===== config.mk =====
export PLATFORM = sky130hd
export DESIGN_NAME = csv_decimal_field_parser_flat
export DESIGN_NICKNAME = d
export VERILOG_FILES = /design/src/rtl/core/csvdp_pkg.sv /design/src/rtl/core/csvdp_if.sv /design/src/rtl/core/csv_decimal_field_parser.sv /design/src/rtl/core/csvdp_field.sv /design/src/rtl/core/csvdp_scale.sv /design/src/flat_wrapper.sv
export SDC_FILE = /design/constraint.sdc
export NUM_CORES = 2
export LEC_CHECK = 0
export BUFFER_PORTS_ARGS = -buffer_cell sky130_fd_sc_hd__buf_4
export CAP_MARGIN = 30
export CELL_PAD_IN_SITES_DETAIL_PLACEMENT = 0
export CELL_PAD_IN_SITES_GLOBAL_PLACEMENT = 1
export CORE_AREA = 2 2 355 357
export DETAILED_ROUTE_END_ITERATION = 6
export DIE_AREA = 0 0 357 359
export GPL_TIMING_DRIVEN = 0
export PLACE_DENSITY_LB_ADDON = 0.1
export SETUP_SLACK_MARGIN = 0.02
export SLEW_MARGIN = 20
export SYNTH_ARGS = -nofsm -noshare
export SYNTH_HDL_FRONTEND = slang
export SYNTH_SLANG_ARGS = --single-unit

===== constraint.sdc =====
create_clock -name clk -period 6.5 [get_ports clk]
set_clock_uncertainty 0.15 [all_clocks]
set_input_delay 1.95 -clock clk [delete_from_list [all_inputs] [get_ports clk]]
set_output_delay 1.95 -clock clk [all_outputs]
set_load 0.02 [all_outputs]

===== src/rtl/core/csvdp_pkg.sv =====
// Shared types, constants and register map of the CSV decimal field parser.
package csvdp_pkg;

	// Accumulator width; results wrap modulo 2^VALUE_BITS (range 16..64).
	localparam int VALUE_BITS = 64;

	localparam int CHAR_BITS      = 8;
	localparam int FRAC_BITS      = 4;
	localparam int FIELD_NUM_BITS = 8;
	localparam int CFG_INDEX_BITS = 2;
	localparam int CFG_DATA_BITS  = 8;
	localparam int OUT_VALUE_BITS = 64;

	localparam logic [CHAR_BITS-1:0] CHAR_ZERO  = 8'h30;
	localparam logic [CHAR_BITS-1:0] CHAR_NINE  = 8'h39;
	localparam logic [CHAR_BITS-1:0] CHAR_POINT = 8'h2E;

	localparam logic [FRAC_BITS-1:0]      FRAC_MAX      = 4'd15;
	localparam logic [FIELD_NUM_BITS-1:0] FIELD_NUM_MAX = 8'd255;

	// Configuration register indexes
	localparam logic [CFG_INDEX_BITS-1:0] CFG_SCALE_ENABLE    = 2'd0;
	localparam logic [CFG_INDEX_BITS-1:0] CFG_FRACTION_DIGITS = 2'd1;
	localparam logic [CFG_INDEX_BITS-1:0] CFG_SEPARATOR_CHAR  = 2'd2;

	localparam logic                      RST_SCALE_ENABLE    = 1'b1;
	localparam logic [FRAC_BITS-1:0]      RST_FRACTION_DIGITS = 4'd5;
	localparam logic [CHAR_BITS-1:0]      RST_SEPARATOR_CHAR  = 8'd44;

	// Scaling pipeline: stage i multiplies by SCALE_STEP when bit SCALE_BIT
	// of the missing digit count is set. 10^8 is split over two 10^4 stages.
	localparam int SCALE_FIRST = 3;
	localparam int SCALE_LAST  = 7;
	localparam int SCALE_STAGES = SCALE_LAST - SCALE_FIRST + 1;
	localparam logic [VALUE_BITS-1:0] SCALE_STEP [SCALE_STAGES] = '{
		VALUE_BITS'(10), VALUE_BITS'(100), VALUE_BITS'(10000),
		VALUE_BITS'(10000), VALUE_BITS'(10000)
	};
	localparam int SCALE_BIT [SCALE_STAGES] = '{0, 1, 2, 3, 3};

	typedef enum logic [1:0] {
		ERR_NONE       = 2'd0,
		ERR_MULTI_POINT = 2'd1,
		ERR_BAD_CHAR   = 2'd2
	} err_code_t;

	typedef struct packed {
		logic                 scale_enable;
		logic [FRAC_BITS-1:0] fraction_digits;
		logic [CHAR_BITS-1:0] separator_char;
	} cfg_t;

	// One closed field, handed from the field tracker to the scaler.
	typedef struct packed {
		logic [VALUE_BITS-1:0]     acc;
		logic [FRAC_BITS-1:0]      frac_cnt;
		err_code_t                 err;
		logic [FIELD_NUM_BITS-1:0] num;
		logic                      line_end;
	} field_rec_t;

endpackage


===== src/rtl/core/csvdp_if.sv =====
// Channel interfaces: character input, field result output, config writes.
interface csvdp_in_if;
	logic                                valid;
	logic                                ready;
	logic [csvdp_pkg::CHAR_BITS-1:0]     char_in;
	logic                                line_end;

	modport source (output valid, char_in, line_end, input ready);
	modport sink   (input valid, char_in, line_end, output ready);
endinterface

interface csvdp_out_if;
	logic                                     valid;
	logic                                     ready;
	logic [csvdp_pkg::OUT_VALUE_BITS-1:0]     field_value;
	logic [1:0]                               error_code;
	logic [csvdp_pkg::FIELD_NUM_BITS-1:0]     field_number;
	logic                                     closes_line;

	modport source (output valid, field_value, error_code, field_number, closes_line,
		input ready);
	modport sink   (input valid, field_value, error_code, field_number, closes_line,
		output ready);
endinterface

interface csvdp_cfg_if;
	logic                                  valid;
	logic                                  ready;
	logic [csvdp_pkg::CFG_INDEX_BITS-1:0]  index;
	logic [csvdp_pkg::CFG_DATA_BITS-1:0]   data;

	modport source (output valid, index, data, input ready);
	modport sink   (input valid, index, data, output ready);
endinterface


===== src/rtl/core/csv_decimal_field_parser.sv =====
// Top level of the CSV decimal field parser: config registers and datapath.
//
//  channel | dir | payload                                          | request
//  --------+-----+--------------------------------------------------+----------------------
//  in_ch   | in  | char_in[7:0], line_end                           | one byte of a line
//  out_ch  | out | field_value[63:0], error_code[1:0],              | one closed field
//          |     | field_number[7:0], closes_line                   |
//  cfg     | in  | index[1:0], data[7:0]                            | one register write
//
//  One byte is accepted per clock until a stall fills every stage; a field result
//  leaves through the input register, field close register and five scaling
//  stages. The field accumulator loop (value*10+digit) sets the rate.
//  Each stage takes data when it is empty or its successor moves, so an
//  output stall only stops input once every stage holds a request.
//  arst_n clears all valid flags, the field state and the config registers
//  (scale on, five fraction digits, comma separator).
module csv_decimal_field_parser (
	input  logic        clk,
	input  logic        arst_n,
	csvdp_in_if.sink    in_ch,
	csvdp_out_if.source out_ch,
	csvdp_cfg_if.sink   cfg
);
	import csvdp_pkg::*;

	cfg_t       cfg_q;
	logic       rec_valid;
	logic       rec_ready;
	field_rec_t rec;

	// Config writes are always taken; unknown indexes are dropped.
	assign cfg.ready = 1'b1;

	always_ff @(posedge clk or negedge arst_n) begin
		if (!arst_n) begin
			cfg_q.scale_enable    <= RST_SCALE_ENABLE;
			cfg_q.fraction_digits <= RST_FRACTION_DIGITS;
			cfg_q.separator_char  <= RST_SEPARATOR_CHAR;
		end else if (cfg.valid) begin
			case (cfg.index)
				CFG_SCALE_ENABLE:    cfg_q.scale_enable    <= cfg.data[0];
				CFG_FRACTION_DIGITS: cfg_q.fraction_digits <= cfg.data[FRAC_BITS-1:0];
				CFG_SEPARATOR_CHAR:  cfg_q.separator_char  <= cfg.data[CHAR_BITS-1:0];
				default: ;
			endcase
		end
	end

	// Byte-level field tracking; emits one record per non-empty closed field.
	csvdp_field u_field (
		.clk       (clk),
		.arst_n    (arst_n),
		.in_ch     (in_ch),
		.cfg_q     (cfg_q),
		.rec_valid (rec_valid),
		.rec_ready (rec_ready),
		.rec       (rec)
	);

	// When scale_enable is set, pads the fraction up to fraction_digits by multiplying by powers of ten.
	csvdp_scale u_scale (
		.clk       (clk),
		.arst_n    (arst_n),
		.cfg_q     (cfg_q),
		.rec_valid (rec_valid),
		.rec_ready (rec_ready),
		.rec       (rec),
		.out_ch    (out_ch)
	);

endmodule


===== src/rtl/core/csvdp_field.sv =====
// Input register, per-field digit accumulator and closed-field register.
module csvdp_field (
	input  logic                  clk,
	input  logic                  arst_n,
	csvdp_in_if.sink              in_ch,
	input  csvdp_pkg::cfg_t       cfg_q,
	output logic                  rec_valid,
	input  logic                  rec_ready,
	output csvdp_pkg::field_rec_t rec
);
	import csvdp_pkg::*;

	// input stage
	logic                  valid_s1;
	logic [CHAR_BITS-1:0]  char_s1;
	logic                  le_s1;

	// field state
	logic [VALUE_BITS-1:0]     acc_q;
	logic                      point_q;
	logic [FRAC_BITS-1:0]      frac_q;
	logic                      nonempty_q;
	err_code_t                 err_q;
	logic [FIELD_NUM_BITS-1:0] idx_q;

	// closed-field stage
	logic       valid_s2;
	field_rec_t rec_s2;

	logic                  ready_s1, ready_s2, fire_s1;
	logic                  is_sep, is_digit, is_point, take, close, produce;
	logic [3:0]            digit;
	logic [VALUE_BITS-1:0] acc_n;
	logic                  point_n, nonempty_n;
	logic [FRAC_BITS-1:0]  frac_n;
	err_code_t             err_n;

	assign ready_s2 = !valid_s2 || rec_ready;
	assign fire_s1  = valid_s1 && ready_s2;
	assign ready_s1 = !valid_s1 || ready_s2;
	assign in_ch.ready = ready_s1;

	always_comb begin
		is_sep   = (char_s1 == cfg_q.separator_char);
		is_point = (char_s1 == CHAR_POINT);
		is_digit = (char_s1 >= CHAR_ZERO) && (char_s1 <= CHAR_NINE);
		digit    = 4'(char_s1 - CHAR_ZERO);
		take     = !is_sep;

		acc_n      = acc_q;
		point_n    = point_q;
		frac_n     = frac_q;
		err_n      = err_q;
		nonempty_n = nonempty_q | take;
		if (take) begin
			if (is_point) begin
				if (point_q && err_q == ERR_NONE) err_n = ERR_MULTI_POINT;
				point_n = 1'b1;
			end else if (is_digit) begin
				if (point_q && frac_q != FRAC_MAX) frac_n = frac_q + 4'd1;
				acc_n = (acc_q << 3) + (acc_q << 1) + VALUE_BITS'(digit);
			end else if (err_q == ERR_NONE) begin
				err_n = ERR_BAD_CHAR;
			end
		end
		close   = is_sep || le_s1;
		produce = close && nonempty_n;
	end

	always_ff @(posedge clk or negedge arst_n) begin
		if (!arst_n) begin
			valid_s1 <= 1'b0;
		end else if (ready_s1) begin
			valid_s1 <= in_ch.valid;
		end
	end

	always_ff @(posedge clk) begin
		if (ready_s1 && in_ch.valid) begin
			char_s1 <= in_ch.char_in;
			le_s1   <= in_ch.line_end;
		end
	end

	always_ff @(posedge clk or negedge arst_n) begin
		if (!arst_n) begin
			acc_q      <= '0;
			point_q    <= 1'b0;
			frac_q     <= '0;
			nonempty_q <= 1'b0;
			err_q      <= ERR_NONE;
			idx_q      <= '0;
		end else if (fire_s1) begin
			if (close) begin
				acc_q      <= '0;
				point_q    <= 1'b0;
				frac_q     <= '0;
				nonempty_q <= 1'b0;
				err_q      <= ERR_NONE;
				if (le_s1) begin
					idx_q <= '0;
				end else if (produce && idx_q != FIELD_NUM_MAX) begin
					idx_q <= idx_q + 8'd1;
				end
			end else begin
				acc_q      <= acc_n;
				point_q    <= point_n;
				frac_q     <= frac_n;
				nonempty_q <= nonempty_n;
				err_q      <= err_n;
			end
		end
	end

	always_ff @(posedge clk or negedge arst_n) begin
		if (!arst_n) begin
			valid_s2 <= 1'b0;
		end else if (ready_s2) begin
			valid_s2 <= fire_s1 && produce;
		end
	end

	always_ff @(posedge clk) begin
		if (fire_s1 && produce) begin
			rec_s2.acc      <= acc_n;
			rec_s2.frac_cnt <= frac_n;
			rec_s2.err      <= err_n;
			rec_s2.num      <= idx_q;
			rec_s2.line_end <= le_s1;
		end
	end

	assign rec_valid = valid_s2;
	assign rec       = rec_s2;

`ifndef NO_ASSERTIONS
	// fraction digits are only counted after a point
	a_frac_needs_point: assert property (@(posedge clk) disable iff (!arst_n)
		frac_q != '0 |-> point_q)
		else $error("fraction count set without a decimal point");

	// a line end always restarts field numbering
	a_line_end_index: assert property (@(posedge clk) disable iff (!arst_n)
		fire_s1 && le_s1 |=> idx_q == '0)
		else $error("field index not cleared at line end");
`endif

endmodule


===== src/rtl/core/csvdp_scale.sv =====
// Fixed-point scaling pipeline: multiplies by 10^k over five short stages.
module csvdp_scale (
	input  logic                  clk,
	input  logic                  arst_n,
	input  csvdp_pkg::cfg_t       cfg_q,
	input  logic                  rec_valid,
	output logic                  rec_ready,
	input  csvdp_pkg::field_rec_t rec,
	csvdp_out_if.source           out_ch
);
	import csvdp_pkg::*;

	logic                      valid_s [SCALE_FIRST:SCALE_LAST];
	logic                      ready_s [SCALE_FIRST:SCALE_LAST];
	logic [VALUE_BITS-1:0]     value_s [SCALE_FIRST:SCALE_LAST];
	logic [FRAC_BITS-1:0]      k_s     [SCALE_FIRST:SCALE_LAST];
	err_code_t                 err_s   [SCALE_FIRST:SCALE_LAST];
	logic [FIELD_NUM_BITS-1:0] num_s   [SCALE_FIRST:SCALE_LAST];
	logic                      le_s    [SCALE_FIRST:SCALE_LAST];

	logic                 need_scale;
	logic [FRAC_BITS-1:0] k_in;
	logic [VALUE_BITS-1:0] value_in;

	// missing fraction digits; error fields go out as zero
	always_comb begin
		need_scale = cfg_q.scale_enable && (cfg_q.fraction_digits > rec.frac_cnt);
		k_in       = need_scale ? (cfg_q.fraction_digits - rec.frac_cnt) : '0;
		value_in   = (rec.err == ERR_NONE) ? rec.acc : '0;
	end

	assign rec_ready = ready_s[SCALE_FIRST];

	genvar i;
	generate
		for (i = SCALE_FIRST; i <= SCALE_LAST; i++) begin : g_stage
			logic                      src_valid;
			logic [VALUE_BITS-1:0]     src_value;
			logic [FRAC_BITS-1:0]      src_k;
			err_code_t                 src_err;
			logic [FIELD_NUM_BITS-1:0] src_num;
			logic                      src_le;
			logic                      next_ready;
			logic [VALUE_BITS-1:0]     step_value;

			if (i == SCALE_FIRST) begin : g_head
				assign src_valid = rec_valid;
				assign src_value = value_in;
				assign src_k     = k_in;
				assign src_err   = rec.err;
				assign src_num   = rec.num;
				assign src_le    = rec.line_end;
			end else begin : g_body
				assign src_valid = valid_s[i-1];
				assign src_value = value_s[i-1];
				assign src_k     = k_s[i-1];
				assign src_err   = err_s[i-1];
				assign src_num   = num_s[i-1];
				assign src_le    = le_s[i-1];
			end

			if (i == SCALE_LAST) begin : g_tail
				assign next_ready = out_ch.ready;
			end else begin : g_mid
				assign next_ready = ready_s[i+1];
			end

			assign ready_s[i]  = !valid_s[i] || next_ready;
			assign step_value = src_k[SCALE_BIT[i-SCALE_FIRST]]
				? src_value * SCALE_STEP[i-SCALE_FIRST] : src_value;

			always_ff @(posedge clk or negedge arst_n) begin
				if (!arst_n) begin
					valid_s[i] <= 1'b0;
				end else if (ready_s[i]) begin
					valid_s[i] <= src_valid;
				end
			end

			always_ff @(posedge clk) begin
				if (ready_s[i] && src_valid) begin
					value_s[i] <= step_value;
					k_s[i]     <= src_k;
					err_s[i]   <= src_err;
					num_s[i]   <= src_num;
					le_s[i]    <= src_le;
				end
			end
		end
	endgenerate

	assign out_ch.valid        = valid_s[SCALE_LAST];
	assign out_ch.field_value  = OUT_VALUE_BITS'(value_s[SCALE_LAST]);
	assign out_ch.error_code   = err_s[SCALE_LAST];
	assign out_ch.field_number = num_s[SCALE_LAST];
	assign out_ch.closes_line  = le_s[SCALE_LAST];

`ifndef NO_ASSERTIONS
	// a field with an error never carries a value
	a_err_zero_value: assert property (@(posedge clk) disable iff (!arst_n)
		valid_s[SCALE_LAST] && err_s[SCALE_LAST] != ERR_NONE
		|-> value_s[SCALE_LAST] == '0)
		else $error("error result with nonzero value");

	// a taken field record always lands in the first scaling stage
	a_rec_lands: assert property (@(posedge clk) disable iff (!arst_n)
		rec_valid && rec_ready |=> valid_s[SCALE_FIRST])
		else $error("field record lost at scaler entry");
`endif

endmodule


===== src/flat_wrapper.sv =====
// flat-port wrapper written by rule: the top's interface ports become plain ports
module csv_decimal_field_parser_flat import csvdp_pkg::*;
  (clk, arst_n, in_ch_valid, in_ch_char_in, in_ch_line_end, in_ch_ready, out_ch_valid, out_ch_field_value, out_ch_error_code, out_ch_field_number, out_ch_closes_line, out_ch_ready, cfg_valid, cfg_index, cfg_data, cfg_ready);
  csvdp_in_if in_ch_i ();
  csvdp_out_if out_ch_i ();
  csvdp_cfg_if cfg_i ();
  input  logic clk;
  input  logic arst_n;
  input wire logic [$bits(in_ch_i.valid)-1:0] in_ch_valid;
  input wire logic [$bits(in_ch_i.char_in)-1:0] in_ch_char_in;
  input wire logic [$bits(in_ch_i.line_end)-1:0] in_ch_line_end;
  output wire logic [$bits(in_ch_i.ready)-1:0] in_ch_ready;
  output wire logic [$bits(out_ch_i.valid)-1:0] out_ch_valid;
  output wire logic [$bits(out_ch_i.field_value)-1:0] out_ch_field_value;
  output wire logic [$bits(out_ch_i.error_code)-1:0] out_ch_error_code;
  output wire logic [$bits(out_ch_i.field_number)-1:0] out_ch_field_number;
  output wire logic [$bits(out_ch_i.closes_line)-1:0] out_ch_closes_line;
  input wire logic [$bits(out_ch_i.ready)-1:0] out_ch_ready;
  input wire logic [$bits(cfg_i.valid)-1:0] cfg_valid;
  input wire logic [$bits(cfg_i.index)-1:0] cfg_index;
  input wire logic [$bits(cfg_i.data)-1:0] cfg_data;
  output wire logic [$bits(cfg_i.ready)-1:0] cfg_ready;
  assign in_ch_i.valid = in_ch_valid;
  assign in_ch_i.char_in = in_ch_char_in;
  assign in_ch_i.line_end = in_ch_line_end;
  assign in_ch_ready = in_ch_i.ready;
  assign out_ch_valid = out_ch_i.valid;
  assign out_ch_field_value = out_ch_i.field_value;
  assign out_ch_error_code = out_ch_i.error_code;
  assign out_ch_field_number = out_ch_i.field_number;
  assign out_ch_closes_line = out_ch_i.closes_line;
  assign out_ch_i.ready = out_ch_ready;
  assign cfg_i.valid = cfg_valid;
  assign cfg_i.index = cfg_index;
  assign cfg_i.data = cfg_data;
  assign cfg_ready = cfg_i.ready;
  csv_decimal_field_parser u_core (.clk(clk), .arst_n(arst_n), .in_ch(in_ch_i), .out_ch(out_ch_i), .cfg(cfg_i));
endmodule

==> summary.txt <==
Status
  – Status: complete, no violations

Timing
  – Slew margin rel.: 0.288
  – Fin crit share: 0.954
  – RSZ-0062 raised after global routing: no
  – Worst-Margin Slew: 1070 ps
  – Worst setup margin: 298 ps
  – Final hold violation count: 0
  – Final setup violation count: 0
  – Max Clk Rate: 161 MHz
  – Final setup TNS: 0 ps
  – Final min period: 6200 ps
  – Max Slew Vio Count: 0

Yosys
  – Main area contributors after synthesis: edfxtp_1 22%, ha_1 18%, fa_1 16%
  – Post-synthesis instance area: 64200 um^2
  – Synth cell types: 104
  – Top-count cell post-synth: inv_1
  – Syn_nets: 8309
  – Register area share after synthesis: 0.259
  – Dominant synthesized flop cell: edfxtp_1
  – Post-synth top area share: 0.220
  – Yosys top cell by area: edfxtp_1
  – Post-synth EDFFs: 470
  – Flops & latches, synth: 570
  – Synth top cells by count: 1457 x inv_1, 915 x ha_1, 555 x nand2_1
  – Synth async-reset ratio: 0.175
  – Gate count of the mapped netlist: 6848
  – Synthesized area per cell: 9.38 um^2
  – Yosys warns: 0

Clock tree
  – Clock-pin transition on the worst setup and hold timing paths: 60 ps
  – H-tree levels: 3
  – CTS Root Cell: clkbuf_16
  – TritonCTS clock tree: yes
  – Clock buffer depth: 3
  – Worst-Skew Late Latency: 700 ps
  – Clock sinks: 570
  – Cts bufs inserted: 73

Setup path
  – Max incr delay on CP: 480 ps
  – Startpoint types: register
  – FF-to-FF setup slack: 300 ps
  – CP Cell Sequence: inv_1, fa_1, inv_1, ha_1, fa_1, ha_1, inv_1, fa_1, inv_1, ha_1, a21oi_1, o21ai_0, a2111oi_0, nor2_1, and3_1, a21oi_1, nand2_1, a311oi_2, o21ai_1, xor2_1, mux2_2
  – Crit path launch: u_core.u_scale.value_s[0][408]$_DFFE_PP_
  – Setup CP Type: reg -> reg
  – Critical path's slowest cell: fa_1
  – Most used cell, CP: inv_1
  – Max FO, Critical Path: 6
  – Required @ worst endpoint: 6790 ps
  – R2R Path End: u_core.u_scale.value_s[0][507]$_DFFE_PP_
  – Worst R2R Path Depth: 21
  – Critical path capture point type: register
  – Crit path DAT: 6500 ps
  – R2R Path Start: u_core.u_scale.value_s[0][408]$_DFFE_PP_
  – CP endpoint: u_core.u_scale.value_s[0][507]$_DFFE_PP_

Placement
  – # port buffers: 100
  – Post-DP HPWL: 134000 um
  – GP Congestion: 0.932
  – Area after DPL: 67300 um^2
  – Post-Place Worst Slack: -46.8 ps

Finish
  – Layout cells sized above 1: 0.0557
  – N_diodes: 0
  – Final #Nets: 8505
  – Footprint of the multi-input gates: 41500 um^2
  – Filler cells: 11.4k
  – Area grow syn2layout: 9.17%
  – Register area: 16600 um^2
  – Fin area: 70100 um^2

Min path
  – Hold crit path type: reg -> reg

Floorplanning
  – Initial Util: 0.515
  – Die Area: 128000 um^2
  – I/O pin cnt: 102
  – Row Count: 130
  – Core outline area: 125000 um^2
  – Die width: 357 um
  – Chip height: 359 um

GRT
  – Number of global-route vias before repair: 50.3k
  – Total track usage: 0.254
  – Initial antenna violation count: 2
  – Largest net degree at the start of global routing: 101
  – Remaining Overflow, GRT: 0
  – First-pass GRT wire length: 260000 um

Run
  – Max Cap Violations: 0

Routing
  – Routed WL: 158000 um
  – # DRC: 0
  – Routed len/inst: 18.0 um
  – ANT nets after route: 0
  – Drt via density: 5.34
  – Pre-antenna DRT Iters: 6
  – DR vias: 46.7k
  – Initial DRC count: 2301
[metal layers]
layer,vias to the layer above,global-route usage,wire (um),part of all wire
met4,0,0.109,7530,0.048
met5,-,0,0,0
met2,689,0.482,83200,0.53
li1,23300,-,-,-
met3,313,0.0219,3720,0.024
met1,22400,0.288,63300,0.40
[cells in the final DEF (no fill, tap or decap), drive strengths merged, types with 63 or more instances in the layout]
cell / Yosys / final
inv: 1457 / 1461
ha: 915 / 915
nand2: 555 / 555
fa: 522 / 522
o21ai: 476 / 476
edfxtp: 470 / 470
a21oi: 389 / 389
clkbuf: 155 / 242
xnor2: 226 / 226
a21o: 214 / 214
nor2: 194 / 194
buf: 37 / 157
xor2: 121 / 121
dfrtp: 94 / 94
and2: 91 / 91
nand3: 85 / 85
o21bai: 71 / 71
nand4: 63 / 63
[area by class of cell]
class                           count  area share
Inverter                         1458      0.0781
Buffer                            192      0.0108
Timing Repair Buffer              121      0.0157
Sequential cell                   570       0.237
Clock buffer                       87      0.0283
Multi-Input combinational cell   4628       0.592
Tap cell                         1650      0.0295
Clock inverter                     48     0.00884
[repair_timing]
action,4_1_cts,5_1_grt
resized for setup,2,14
setup endpoints to repair,2,19
pin swaps,0,2
hold buffers,0,0
buffers inserted,0,3
[kinds of logic after synthesis]
logic type	synth area share
xor gates and xnor gates	0.0473
muxes	0.0129
adders and majority gates	0.341
buffers and inverters	0.0970
AOI/OAI and AO/OA	0.152
other	0.0000584
and+or+nand+nor	0.0907
DFF	0.259
[worst min-delay path by stage]
stage | to | depth (start not counted) | startpoint
global placement | u_core.u_scale.k_s[0][19]$_DFFE_PP_ | 0 | u_core.u_scale.k_s[0][15]$_SDFFCE_PN0P_
detailed placement | u_core.u_scale.le_s[0][5]$_DFFE_PP_ | 0 | u_core.u_scale.le_s[0][4]$_DFFE_PP_
global route | u_core.u_scale.err_s[0][14]$_DFFE_PP_ | 0 | u_core.u_scale.err_s[0][12]$_DFFE_PP_
CTS | u_core.u_scale.err_s[0][14]$_DFFE_PP_ | 0 | u_core.u_scale.err_s[0][12]$_DFFE_PP_
floorplan | u_core.u_scale.err_s[0][10]$_DFFE_PP_ | 0 | u_core.u_scale.err_s[0][8]$_DFFE_PP_
finish | u_core.u_scale.num_s[0][62]$_DFFE_PP_ | 0 | u_core.u_scale.num_s[0][54]$_DFFE_PP_
[registers in the layout (all words and copies together), names as in the netlist, 2 cells and up]
signal	count
u_core.u_field.rec	79
u_core.u_field.acc_q	64
u_core.u_scale.k_s	7
u_core.u_field.err_q	2
u_core.u_field.char_s1	8
u_core.u_field.idx_q	8
u_core.u_scale.num_s	40
u_core.u_field.frac_q	4
u_core.u_scale.le_s	5
u_core.cfg_q	13
u_core.u_scale.value_s	320
u_core.u_scale.g_stage.src_valid	4
u_core.u_scale.err_s	10
[critical path: cells and delay by family, from the launching register on]
family	cells	cell delay, ps
AND/OR/NAND/NOR	3	550
flip-flops	1	410
multiplexers	1	260
AO/OA/AOI/OAI	6	1720
adder cells (fa/ha/maj)	6	2260
buffers and inverters	4	440
XOR/XNOR	1	160
[per-stage QoR]
stage / instances / utilization / hold slack [ps]
after global placement: 8598 / 0.538 / 254
after floorplan: 6848 / - / 250
after CTS: 8748 / 0.561 / 266
after detailed placement: 8613 / 0.540 / 255
after global routing: 8754 / 0.563 / 270
final: 8754 / 0.563 / 267
Power is left out: the tool's default activity adds up to more than one toggle a clock period on the data nets, which glitch-free logic cannot reach.
